[config.mk]
export PLATFORM = sky130hd
export DESIGN_NAME = copy_burst_splitter
export DESIGN_NICKNAME = d
export VERILOG_FILES = /design/src/hdl/cbs_pkg.sv /design/src/hdl/cbs_front.sv /design/src/hdl/cbs_queue.sv /design/src/hdl/cbs_back.sv /design/src/hdl/copy_burst_splitter.sv
export SDC_FILE = /design/constraint.sdc
export NUM_CORES = 2
export LEC_CHECK = 0
export ABC_AREA = 1
export BUFFER_PORTS_ARGS = -buffer_cell sky130_fd_sc_hd__buf_2
export CAP_MARGIN = 30
export CELL_PAD_IN_SITES_DETAIL_PLACEMENT = 0
export CELL_PAD_IN_SITES_GLOBAL_PLACEMENT = 1
export CORE_ASPECT_RATIO = 0.8
export CORE_MARGIN = 2
export CORE_UTILIZATION = 40
export CTS_CLUSTER_SIZE = 30
export DETAILED_ROUTE_END_ITERATION = 8
export PLACE_DENSITY_LB_ADDON = 0.1
export SYNTH_ARGS = -nofsm -noshare
export SYNTH_HDL_FRONTEND = slang
export SYNTH_SLANG_ARGS = --single-unit
export TNS_END_PERCENT = 50
[constraint.sdc]
create_clock -name i_clk -period 22.6 [get_ports i_clk]
set_input_delay 2.26 -clock i_clk [delete_from_list [all_inputs] [get_ports i_clk]]
set_output_delay 2.26 -clock i_clk [all_outputs]
set_load 0.02 [all_outputs]
[src/hdl/cbs_pkg.sv]
`timescale 1ns / 1ps
`default_nettype none

package cbs_pkg;

    // field widths fixed by the request and result formats
    localparam int ADDR_W  = 64;
    localparam int LEN_W   = 32;
    localparam int UB_W    = 10;
    localparam int CNT_W   = 23;
    localparam int SMALL_W = 8;

    typedef logic [ADDR_W-1:0]  t_addr;
    typedef logic [LEN_W-1:0]   t_len;
    typedef logic [UB_W-1:0]    t_ub;
    typedef logic [CNT_W-1:0]   t_cnt;
    typedef logic [SMALL_W-1:0] t_small;

    // command kinds on the result channel
    typedef enum logic [1:0] {
        KIND_CACHED = 2'd0,
        KIND_NT     = 2'd1,
        KIND_FENCE  = 2'd2
    } t_kind;

    // copy order
    localparam logic DIR_UP   = 1'b0;
    localparam logic DIR_DOWN = 1'b1;

    // depth of the plan queue between front and back
    localparam int QUEUE_DEPTH = 2;

    // exact tail sizes that go out as a single non-temporal store
    localparam t_small TAIL_NT32 = 8'd32;
    localparam t_small TAIL_NT16 = 8'd16;
    localparam t_small TAIL_NT8  = 8'd8;
    localparam t_small TAIL_NT4  = 8'd4;

    typedef struct packed {
        t_addr dest_addr;
        t_addr src_addr;
        t_len  length;
    } t_req;

    typedef struct packed {
        t_kind cmd_kind;
        logic  direction;
        t_addr region_dest;
        t_addr region_src;
        t_ub   unit_bytes;
        t_cnt  unit_count;
        logic  last;
    } t_res;

    // one classified request, as the back end walks it
    typedef struct packed {
        logic   back;
        t_addr  dest;
        t_addr  src;
        t_small head;
        t_len   bulk;
        logic   blk4;
        logic   blk2;
        logic   blk1;
        t_small tail;
        logic   tail_nt;
        logic   empty;
    } t_plan;

endpackage

`default_nettype wire

[src/hdl/cbs_front.sv]
`timescale 1ns / 1ps
`default_nettype none

module cbs_front #(
    parameter int LENGTH_BITS = 32,
    parameter int LINE_BYTES  = 64
) (
    input  wire logic           i_clk,
    input  wire logic           i_rst_n,
    input  wire logic           start,
    input  wire cbs_pkg::t_req  i_req,
    output logic                busy,
    input  wire logic           i_full,
    output logic                o_push,
    output cbs_pkg::t_plan      o_plan
);

    localparam int LB = $clog2(LINE_BYTES);
    localparam int LW = (LENGTH_BITS < cbs_pkg::LEN_W) ? LENGTH_BITS : cbs_pkg::LEN_W;
    localparam logic [63:0] LEN_MASK64 = (64'd1 << LW) - 64'd1;
    localparam cbs_pkg::t_len BULK_LOW = cbs_pkg::t_len'((64'd1 << (LB + 3)) - 64'd1);

    logic             r_vld;
    logic             r_back;
    cbs_pkg::t_addr   r_d;
    cbs_pkg::t_addr   r_s;
    cbs_pkg::t_len    r_len;
    cbs_pkg::t_small  r_head_raw;

    logic             w_ld;
    cbs_pkg::t_len    n_len;
    cbs_pkg::t_addr   n_diff;
    logic             n_back;
    cbs_pkg::t_addr   n_d_end;
    cbs_pkg::t_addr   n_s_end;
    logic [LB-1:0]    n_head_up;

    cbs_pkg::t_small  w_head;
    cbs_pkg::t_len    w_rem;
    cbs_pkg::t_small  w_tail;

    // hold off new requests while a classified one cannot enter the queue
    assign busy   = r_vld && i_full;
    assign w_ld   = start && !busy;
    assign o_push = r_vld && !i_full;

    // classify direction and find the leading edge on the way in
    always_comb begin
        n_len     = i_req.length & LEN_MASK64[cbs_pkg::LEN_W-1:0];
        n_diff    = i_req.dest_addr - i_req.src_addr;
        n_back    = n_diff < cbs_pkg::t_addr'(n_len);
        n_d_end   = i_req.dest_addr + cbs_pkg::t_addr'(n_len);
        n_s_end   = i_req.src_addr + cbs_pkg::t_addr'(n_len);
        n_head_up = LB'(0) - i_req.dest_addr[LB-1:0];
    end

    always_ff @(posedge i_clk) begin
        if (!i_rst_n) begin
            r_vld <= 1'b0;
        end else if (w_ld) begin
            r_vld <= 1'b1;
        end else if (o_push) begin
            r_vld <= 1'b0;
        end
    end

    always_ff @(posedge i_clk) begin
        if (w_ld) begin
            r_back <= n_back;
            r_len  <= n_len;
            if (n_back) begin
                r_d        <= n_d_end;
                r_s        <= n_s_end;
                r_head_raw <= cbs_pkg::t_small'(n_d_end[LB-1:0]);
            end else begin
                r_d        <= i_req.dest_addr;
                r_s        <= i_req.src_addr;
                r_head_raw <= cbs_pkg::t_small'(n_head_up);
            end
        end
    end

    // split the remaining length into head, bulk, line blocks and tail
    always_comb begin
        w_head = (cbs_pkg::t_len'(r_head_raw) > r_len) ? cbs_pkg::t_small'(r_len)
                                                       : r_head_raw;
        w_rem  = r_len - cbs_pkg::t_len'(w_head);
        w_tail = cbs_pkg::t_small'(w_rem[LB-1:0]);

        o_plan.back    = r_back;
        o_plan.dest    = r_d;
        o_plan.src     = r_s;
        o_plan.head    = w_head;
        o_plan.bulk    = w_rem & ~BULK_LOW;
        o_plan.blk4    = w_rem[LB+2];
        o_plan.blk2    = w_rem[LB+1];
        o_plan.blk1    = w_rem[LB];
        o_plan.tail    = w_tail;
        o_plan.tail_nt = (w_tail == cbs_pkg::TAIL_NT32) || (w_tail == cbs_pkg::TAIL_NT16) ||
                         (w_tail == cbs_pkg::TAIL_NT8) || (w_tail == cbs_pkg::TAIL_NT4);
        o_plan.empty   = (r_len == '0);
    end

endmodule

`default_nettype wire

[src/hdl/cbs_queue.sv]
`timescale 1ns / 1ps
`default_nettype none

module cbs_queue (
    input  wire logic            i_clk,
    input  wire logic            i_rst_n,
    input  wire logic            i_push,
    input  wire cbs_pkg::t_plan  i_plan,
    output logic                 o_full,
    input  wire logic            i_pop,
    output logic                 o_avail,
    output cbs_pkg::t_plan       o_plan
);

    localparam int PW = $clog2(cbs_pkg::QUEUE_DEPTH);
    localparam int CW = $clog2(cbs_pkg::QUEUE_DEPTH + 1);

    cbs_pkg::t_plan  r_mem [cbs_pkg::QUEUE_DEPTH];
    logic [PW-1:0]   r_wp;
    logic [PW-1:0]   r_rp;
    logic [CW-1:0]   r_cnt;

    logic            w_wr;
    logic            w_rd;

    assign o_full  = (r_cnt == CW'(cbs_pkg::QUEUE_DEPTH));
    assign o_avail = (r_cnt != '0);
    assign o_plan  = r_mem[r_rp];
    assign w_wr    = i_push && !o_full;
    assign w_rd    = i_pop && o_avail;

    // advance pointers and occupancy
    always_ff @(posedge i_clk) begin
        if (!i_rst_n) begin
            r_wp  <= '0;
            r_rp  <= '0;
            r_cnt <= '0;
        end else begin
            if (w_wr) begin
                r_wp <= (r_wp == PW'(cbs_pkg::QUEUE_DEPTH - 1)) ? '0 : r_wp + PW'(1);
            end
            if (w_rd) begin
                r_rp <= (r_rp == PW'(cbs_pkg::QUEUE_DEPTH - 1)) ? '0 : r_rp + PW'(1);
            end
            if (w_wr && !w_rd) begin
                r_cnt <= r_cnt + CW'(1);
            end else if (w_rd && !w_wr) begin
                r_cnt <= r_cnt - CW'(1);
            end
        end
    end

    // store the plan
    always_ff @(posedge i_clk) begin
        if (w_wr) begin
            r_mem[r_wp] <= i_plan;
        end
    end

endmodule

`default_nettype wire

[src/hdl/cbs_back.sv]
`timescale 1ns / 1ps
`default_nettype none

module cbs_back #(
    parameter int LINE_BYTES = 64
) (
    input  wire logic            i_clk,
    input  wire logic            i_rst_n,
    input  wire logic            i_avail,
    input  wire cbs_pkg::t_plan  i_plan,
    output logic                 o_pop,
    output logic                 o_strobe,
    output cbs_pkg::t_res        o_res
);

    localparam int LB = $clog2(LINE_BYTES);
    localparam cbs_pkg::t_len SZ4 = cbs_pkg::t_len'(4 * LINE_BYTES);
    localparam cbs_pkg::t_len SZ2 = cbs_pkg::t_len'(2 * LINE_BYTES);
    localparam cbs_pkg::t_len SZ1 = cbs_pkg::t_len'(LINE_BYTES);

    typedef enum logic [2:0] {
        CMD_HEAD  = 3'd0,
        CMD_BULK  = 3'd1,
        CMD_BLK4  = 3'd2,
        CMD_BLK2  = 3'd3,
        CMD_BLK1  = 3'd4,
        CMD_TAIL  = 3'd5,
        CMD_FENCE = 3'd6
    } t_cmd;

    cbs_pkg::t_plan  r_cur;
    cbs_pkg::t_addr  r_d;
    cbs_pkg::t_addr  r_s;
    logic [6:0]      r_pend;

    t_cmd            w_sel;
    logic            w_fire;
    logic [6:0]      w_pend_after;
    logic            w_last;
    cbs_pkg::t_len   w_size;
    cbs_pkg::t_kind  w_kind;
    cbs_pkg::t_ub    w_ub;
    cbs_pkg::t_cnt   w_cnt;
    cbs_pkg::t_addr  n_d;
    cbs_pkg::t_addr  n_s;
    logic [6:0]      w_load_pend;

    // pick the next command in issue order
    always_comb begin
        if (r_pend[CMD_HEAD]) begin
            w_sel = CMD_HEAD;
        end else if (r_pend[CMD_BULK]) begin
            w_sel = CMD_BULK;
        end else if (r_pend[CMD_BLK4]) begin
            w_sel = CMD_BLK4;
        end else if (r_pend[CMD_BLK2]) begin
            w_sel = CMD_BLK2;
        end else if (r_pend[CMD_BLK1]) begin
            w_sel = CMD_BLK1;
        end else if (r_pend[CMD_TAIL]) begin
            w_sel = CMD_TAIL;
        end else begin
            w_sel = CMD_FENCE;
        end
        w_fire              = (r_pend != '0);
        w_pend_after        = r_pend;
        w_pend_after[w_sel] = 1'b0;
        w_last              = (w_pend_after == '0);
    end

    // size and shape of the selected command
    always_comb begin
        w_kind = cbs_pkg::KIND_NT;
        w_size = '0;
        w_ub   = '0;
        w_cnt  = cbs_pkg::t_cnt'(1);
        unique case (w_sel)
            CMD_HEAD: begin
                w_kind = cbs_pkg::KIND_CACHED;
                w_size = cbs_pkg::t_len'(r_cur.head);
                w_ub   = cbs_pkg::t_ub'(r_cur.head);
            end
            CMD_BULK: begin
                w_size = r_cur.bulk;
                w_ub   = cbs_pkg::t_ub'(8 * LINE_BYTES);
                w_cnt  = cbs_pkg::t_cnt'(r_cur.bulk >> (LB + 3));
            end
            CMD_BLK4: begin
                w_size = SZ4;
                w_ub   = cbs_pkg::t_ub'(4 * LINE_BYTES);
            end
            CMD_BLK2: begin
                w_size = SZ2;
                w_ub   = cbs_pkg::t_ub'(2 * LINE_BYTES);
            end
            CMD_BLK1: begin
                w_size = SZ1;
                w_ub   = cbs_pkg::t_ub'(LINE_BYTES);
            end
            CMD_TAIL: begin
                w_kind = r_cur.tail_nt ? cbs_pkg::KIND_NT : cbs_pkg::KIND_CACHED;
                w_size = cbs_pkg::t_len'(r_cur.tail);
                w_ub   = cbs_pkg::t_ub'(r_cur.tail);
            end
            CMD_FENCE: begin
                w_kind = cbs_pkg::KIND_FENCE;
                w_cnt  = '0;
            end
            default: begin
                w_kind = cbs_pkg::KIND_FENCE;
                w_cnt  = '0;
            end
        endcase
        // move the cursor: forward it advances after, backward it retreats first
        if (r_cur.back) begin
            n_d = r_d - cbs_pkg::t_addr'(w_size);
            n_s = r_s - cbs_pkg::t_addr'(w_size);
        end else begin
            n_d = r_d + cbs_pkg::t_addr'(w_size);
            n_s = r_s + cbs_pkg::t_addr'(w_size);
        end
    end

    // take the next plan as the current one drains
    assign o_pop = i_avail && (!w_fire || w_last);

    always_comb begin
        w_load_pend            = '0;
        w_load_pend[CMD_HEAD]  = (i_plan.head != '0);
        w_load_pend[CMD_BULK]  = (i_plan.bulk != '0);
        w_load_pend[CMD_BLK4]  = i_plan.blk4;
        w_load_pend[CMD_BLK2]  = i_plan.blk2;
        w_load_pend[CMD_BLK1]  = i_plan.blk1;
        w_load_pend[CMD_TAIL]  = (i_plan.tail != '0);
        w_load_pend[CMD_FENCE] = i_plan.empty;
    end

    always_ff @(posedge i_clk) begin
        if (!i_rst_n) begin
            r_pend   <= '0;
            o_strobe <= 1'b0;
        end else begin
            o_strobe <= w_fire;
            if (o_pop) begin
                r_pend <= w_load_pend;
            end else if (w_fire) begin
                r_pend <= w_pend_after;
            end
        end
    end

    // hold plan and cursor, register the result beat
    always_ff @(posedge i_clk) begin
        if (o_pop) begin
            r_cur <= i_plan;
            r_d   <= i_plan.dest;
            r_s   <= i_plan.src;
        end else if (w_fire) begin
            r_d <= n_d;
            r_s <= n_s;
        end
        o_res.cmd_kind    <= w_kind;
        o_res.direction   <= (w_sel == CMD_FENCE) ? cbs_pkg::DIR_UP
                           : (r_cur.back ? cbs_pkg::DIR_DOWN : cbs_pkg::DIR_UP);
        o_res.region_dest <= r_cur.back ? n_d : r_d;
        o_res.region_src  <= r_cur.back ? n_s : r_s;
        o_res.unit_bytes  <= w_ub;
        o_res.unit_count  <= w_cnt;
        o_res.last        <= w_last;
    end

endmodule

`default_nettype wire

[src/hdl/copy_burst_splitter.sv]
`timescale 1ns / 1ps
`default_nettype none
// Copy burst splitter: turns one copy request into its ordered store commands.
// Request channel: drive i_req and raise start; the request is taken at a clock
// edge where start is high and busy is low. busy rises only when the plan
// queue is full and a classified request is still waiting to enter it.
// Result channel: each command is shown on o_res for one cycle with o_strobe
// high; the receiver takes every beat and cannot stall the block.
// A request gives one to six commands (a fence-only beat when the length is
// zero); the final beat of a request carries last.
// The first beat of a request passes the front stage, the plan queue and the
// back end's pending set before o_res registers it, when the back end is free.
// Throughput: the back end issues one command per cycle with its address
// adder, so requests follow one another without gaps; up to one request is
// classified and two are queued while earlier ones issue.
// Reset (synchronous, active low) empties the front stage and the queue,
// drops any command not yet issued and clears o_strobe.
module copy_burst_splitter #(
    parameter int LENGTH_BITS = 32,
    parameter int LINE_BYTES  = 64
) (
    input  wire logic           i_clk,
    input  wire logic           i_rst_n,
    input  wire logic           start,
    input  wire cbs_pkg::t_req  i_req,
    output logic                busy,
    output logic                o_strobe,
    output cbs_pkg::t_res       o_res
);

    logic            w_push;
    logic            w_full;
    cbs_pkg::t_plan  w_plan_in;
    cbs_pkg::t_plan  w_plan_out;
    logic            w_avail;
    logic            w_pop;

    // classify requests
    cbs_front #(
        .LENGTH_BITS (LENGTH_BITS),
        .LINE_BYTES  (LINE_BYTES)
    ) u_front (
        .i_clk   (i_clk),
        .i_rst_n (i_rst_n),
        .start   (start),
        .i_req   (i_req),
        .busy    (busy),
        .i_full  (w_full),
        .o_push  (w_push),
        .o_plan  (w_plan_in)
    );

    // decouple front and back
    cbs_queue u_queue (
        .i_clk   (i_clk),
        .i_rst_n (i_rst_n),
        .i_push  (w_push),
        .i_plan  (w_plan_in),
        .o_full  (w_full),
        .i_pop   (w_pop),
        .o_avail (w_avail),
        .o_plan  (w_plan_out)
    );

    // issue commands
    cbs_back #(
        .LINE_BYTES (LINE_BYTES)
    ) u_back (
        .i_clk    (i_clk),
        .i_rst_n  (i_rst_n),
        .i_avail  (w_avail),
        .i_plan   (w_plan_out),
        .o_pop    (w_pop),
        .o_strobe (o_strobe),
        .o_res    (o_res)
    );

endmodule

`default_nettype wire

==> results.py <==
metrics = {
    "cells_and_area": {
        "fillers": 14200,
        "layout-drive-gt1-share_pct": 10.9,
        "areaGrowthSynthToFinish_pct": 12.6,
        "final_nets": 7964,
        "multiInputGateArea_um2": 27900,
        "layout_common_cells": "nand2_1 (1982), inv_1 (935), edfxtp_1 (675), nor2_1 (583), nand3_1 (457)",
        "register_area_um2": 23900,
        "layout_commonest_cell": "nand2_1",
    },
    "timing": {
        "slew_headroom_pct": 27.4,
        "fmax_mhz": 127,
        "rsz0062_at_grt": "false",
        "setup_viol": 0,
        "min_period_over_period_pct": 34.7,
        "fin_crit_ns": 7.84,
        "tns_ns": 0,
        "clock_skew_ns": 0.0490,
        "hold_viol": 0,
        "finalMaxSlewViolations": 0,
        "max_slew.worst_pin.slew_ns": 1.09,
        "holdWs_ns": 0.435,
        "setup_ws_ns": 14.76,
    },
    "clock_tree": {
        "cts_buffers": 95,
        "worstSkewPairLatency_ns": 0.73,
        "cts.sinks": 854,
        "holdBufCountCts": 0,
        "post_cts_resized": 0,
        "path_clk_slew_ns": 0.06,
        "clk_path_buf_depth": 3,
        "post_cts_buffers": 0,
        "htree_num_levels": 3,
        "cts_tree": "yes",
        "cts_root_buffer": "clkbuf_16",
    },
    "routing": {
        "drc": 0,
        "vias": 51900,
        "wl_per_cell_um": 25.0,
        "wirelength_um": 237000,
        "vias_per_cell": 5.47,
        "ant_nets": 0,
        "drt-initial-drc-count": 5184,
        "dr.pass1.iters": 8,
    },
    "synthesis": {
        "syn_area_per_cell_um2": 7.76,
        "ys_seq_area_share_pct": 42.5,
        "synth_seq_cells": 854,
        "synth_cells": 7234,
        "netlist_area_um2": 56100,
        "synth_cell_type_count": 72,
        "synthArstFlopShare_pct": 0,
        "synth-edff-count": 675,
        "yosysWarningCount": 0,
        "synth_ff_type": "edfxtp_1",
    },
    "die": {
        "io_pins": 330,
        "rows": 122,
        "die_y_um": 339,
        "start_util_pct": 40.4,
        "core_area_um2": 139000,
        "dieArea_um2": 143000,
        "die_x_um": 423,
    },
    "worst_setup_path": {
        "reg2regPathDepth": 24,
        "startpoint_type": "input port",
        "worst-path-buf-inv": 4,
        "rr_startpoint": "u_back.r_pend[0]",
        "regToRegSetupSlack_ns": 16.47,
        "crit_chain": "buf_2 -> inv_1 -> ha_1 -> nand2_1 -> nor2_1 -> nand2_1 -> o21ai_0 -> a21oi_1 -> o21ai_0 -> xor2_1 -> ha_1 -> a21oi_1 -> o21ai_0 -> a211o_1 -> a21oi_4 -> buf_4 -> buf_4 -> nand4_1 -> nand2_1",
        "crit_type": "input port to register",
        "worstPathMaxFanout": 72,
        "crit_arrival_ns": 8.39,
        "timing.rr.end": "u_back.r_s[63]",
        "crit_path_end_kind": "register",
        "worst_ep_required_time_ns": 23.14,
        "crit_path_top_delay_cell": "buf_4",
        "cp_top_family": "compound AO/OA/AOI/OAI gates",
        "crit_cells": 19,
        "cpPeakStageDelay_ns": 0.80,
    },
    "status": {
        "status": "complete, no violations",
    },
    "hold_path": {
        "hold_depth": 0,
        "min_to": "u_queue.r_mem[0][62]",
        "holdCritStartpoint": "u_front.r_s[20]",
        "min_path_type": "register to register",
    },
    "placement": {
        "dp_hpwl_um": 193000,
        "portBuffers": 329,
        "post-place-ws_ns": 13.89,
        "gp_congestion": 1.01,
    },
    "grt": {
        "grt_usage_pct": 32.1,
        "grt_antenna_before_repair": 15,
        "overflow": 0,
        "grt_pass1_wl_um": 336000,
        "grt_pass1_vias": 49100,
        "grt_start_max_net_pins": 146,
    },
    "run": {
        "cap_violations": 0,
    },
}
synth_stat cells (all sizes together), types with 21 or more instances:
cell,number,area (µm²)
dfxtp,179,3580
edfxtp,675,20300
nand2,2044,7870
ha,254,3180
o31ai,42,315
o21ai,333,1680
a21o,21,158
nor2,646,2600
o211ai,106,801
inv,974,3660
nor3,81,430
nand3,480,2510
buf,64,355
nand4,208,1340
xor2,207,1810
nand3b,31,245
clkbuf,100,375
a21oi,366,1840
a31oi,64,400
nor4,58,363
or2,104,651
xnor2,64,561
layout make-up:
type,count,share of cell area (%)
multi-input cells,5238,44.2
diodes,6,0.0238
flip-flops and latches,854,37.8
well taps,1860,3.68
repair buffers,372,3.29
clock buffers,118,4.05
clock inverters,62,1.16
inverters,980,5.86
state kept, by name, indices dropped and copies added, names as in the netlist, 5 cells and up, named ones only:
name,count
u_back.o_res,165
u_back.r_cur,39
u_back.r_d,64
u_back.r_pend,7
u_back.r_s,64
u_front.r_d,64
u_front.r_head_raw,5
u_front.r_len,32
u_front.r_s,64
u_queue.r_mem,342
metrics by stage:
stage	cells	utilization [%]	area, µm²
5_1_grt	9486	45.5	63200
3_5_place_dp	9303	43.1	59800
4_1_cts	9483	45.5	63100
6_report	9490	45.5	63200
3_3_place_gp	9294	43.0	59700
2_1_floorplan	7237	-	56100
worst reg2reg max path, stage by stage, from the launching register on:
cell and delay, ns:
dfxtp_1 0.67, nor2_2 0.13, inv_2 0.10, nor2_4 0.06
nand4_4 0.19, nor2_1 0.07, nor2_2 0.29, ha_1 0.27
nand3_1 0.15, nor2_2 0.27, nand4_4 0.37, o31ai_2 0.92
ha_1 0.45, inv_1 0.10, o21ai_0 0.12, a21oi_1 0.18
inv_1 0.09, a21oi_1 0.18, inv_1 0.06, a21oi_1 0.32
nor2_1 0.10, a311oi_1 0.37, nand3_1 0.18, nand3_1 0.14
nand2_1 0.06
worst max-delay path by stage:
| stage | startpoint | endpoint | slack [ns] |
|---|---|---|---|
| 6_report | i_req[53] | u_front.r_s[20] | 14.76 |
| 5_1_grt | i_req[96] | u_front.r_d[5] | 14.43 |
| 4_1_cts | i_req[55] | u_front.r_s[51] | 14.66 |
| 3_5_place_dp | i_req[53] | u_front.r_s[57] | 13.89 |
| 3_3_place_gp | i_req[53] | u_front.r_d[57] | 13.79 |
| 2_1_floorplan | u_queue.r_cnt[0] | u_queue.r_mem[1][0] | 14.10 |
cells by family after synthesis:
kind of cell    after synthesis  share of synthesized area [%]
compound gates             1010                           10.4
xor+xnor                    271                           4.23
fa+ha+maj                   260                           5.88
buf+inv                    1145                           7.89
flops                       854                           42.5
mux                          18                          0.321
other cells                   1                        0.00668
simple gates               3675                           28.8
metal layers:
metal / vias up / routed length, µm / track usage (%)
li1: 24800 / - / -
met1: 24800 / 107000 / 46.0
met2: 1944 / 103000 / 49.4
met3: 310 / 17000 / 4.36
met4: 4 / 9390 / 11.7
met5: - / 31 / 0
Power is not shown: default switching activity piles up to over one toggle a cycle in this logic, so the estimate is an artifact.
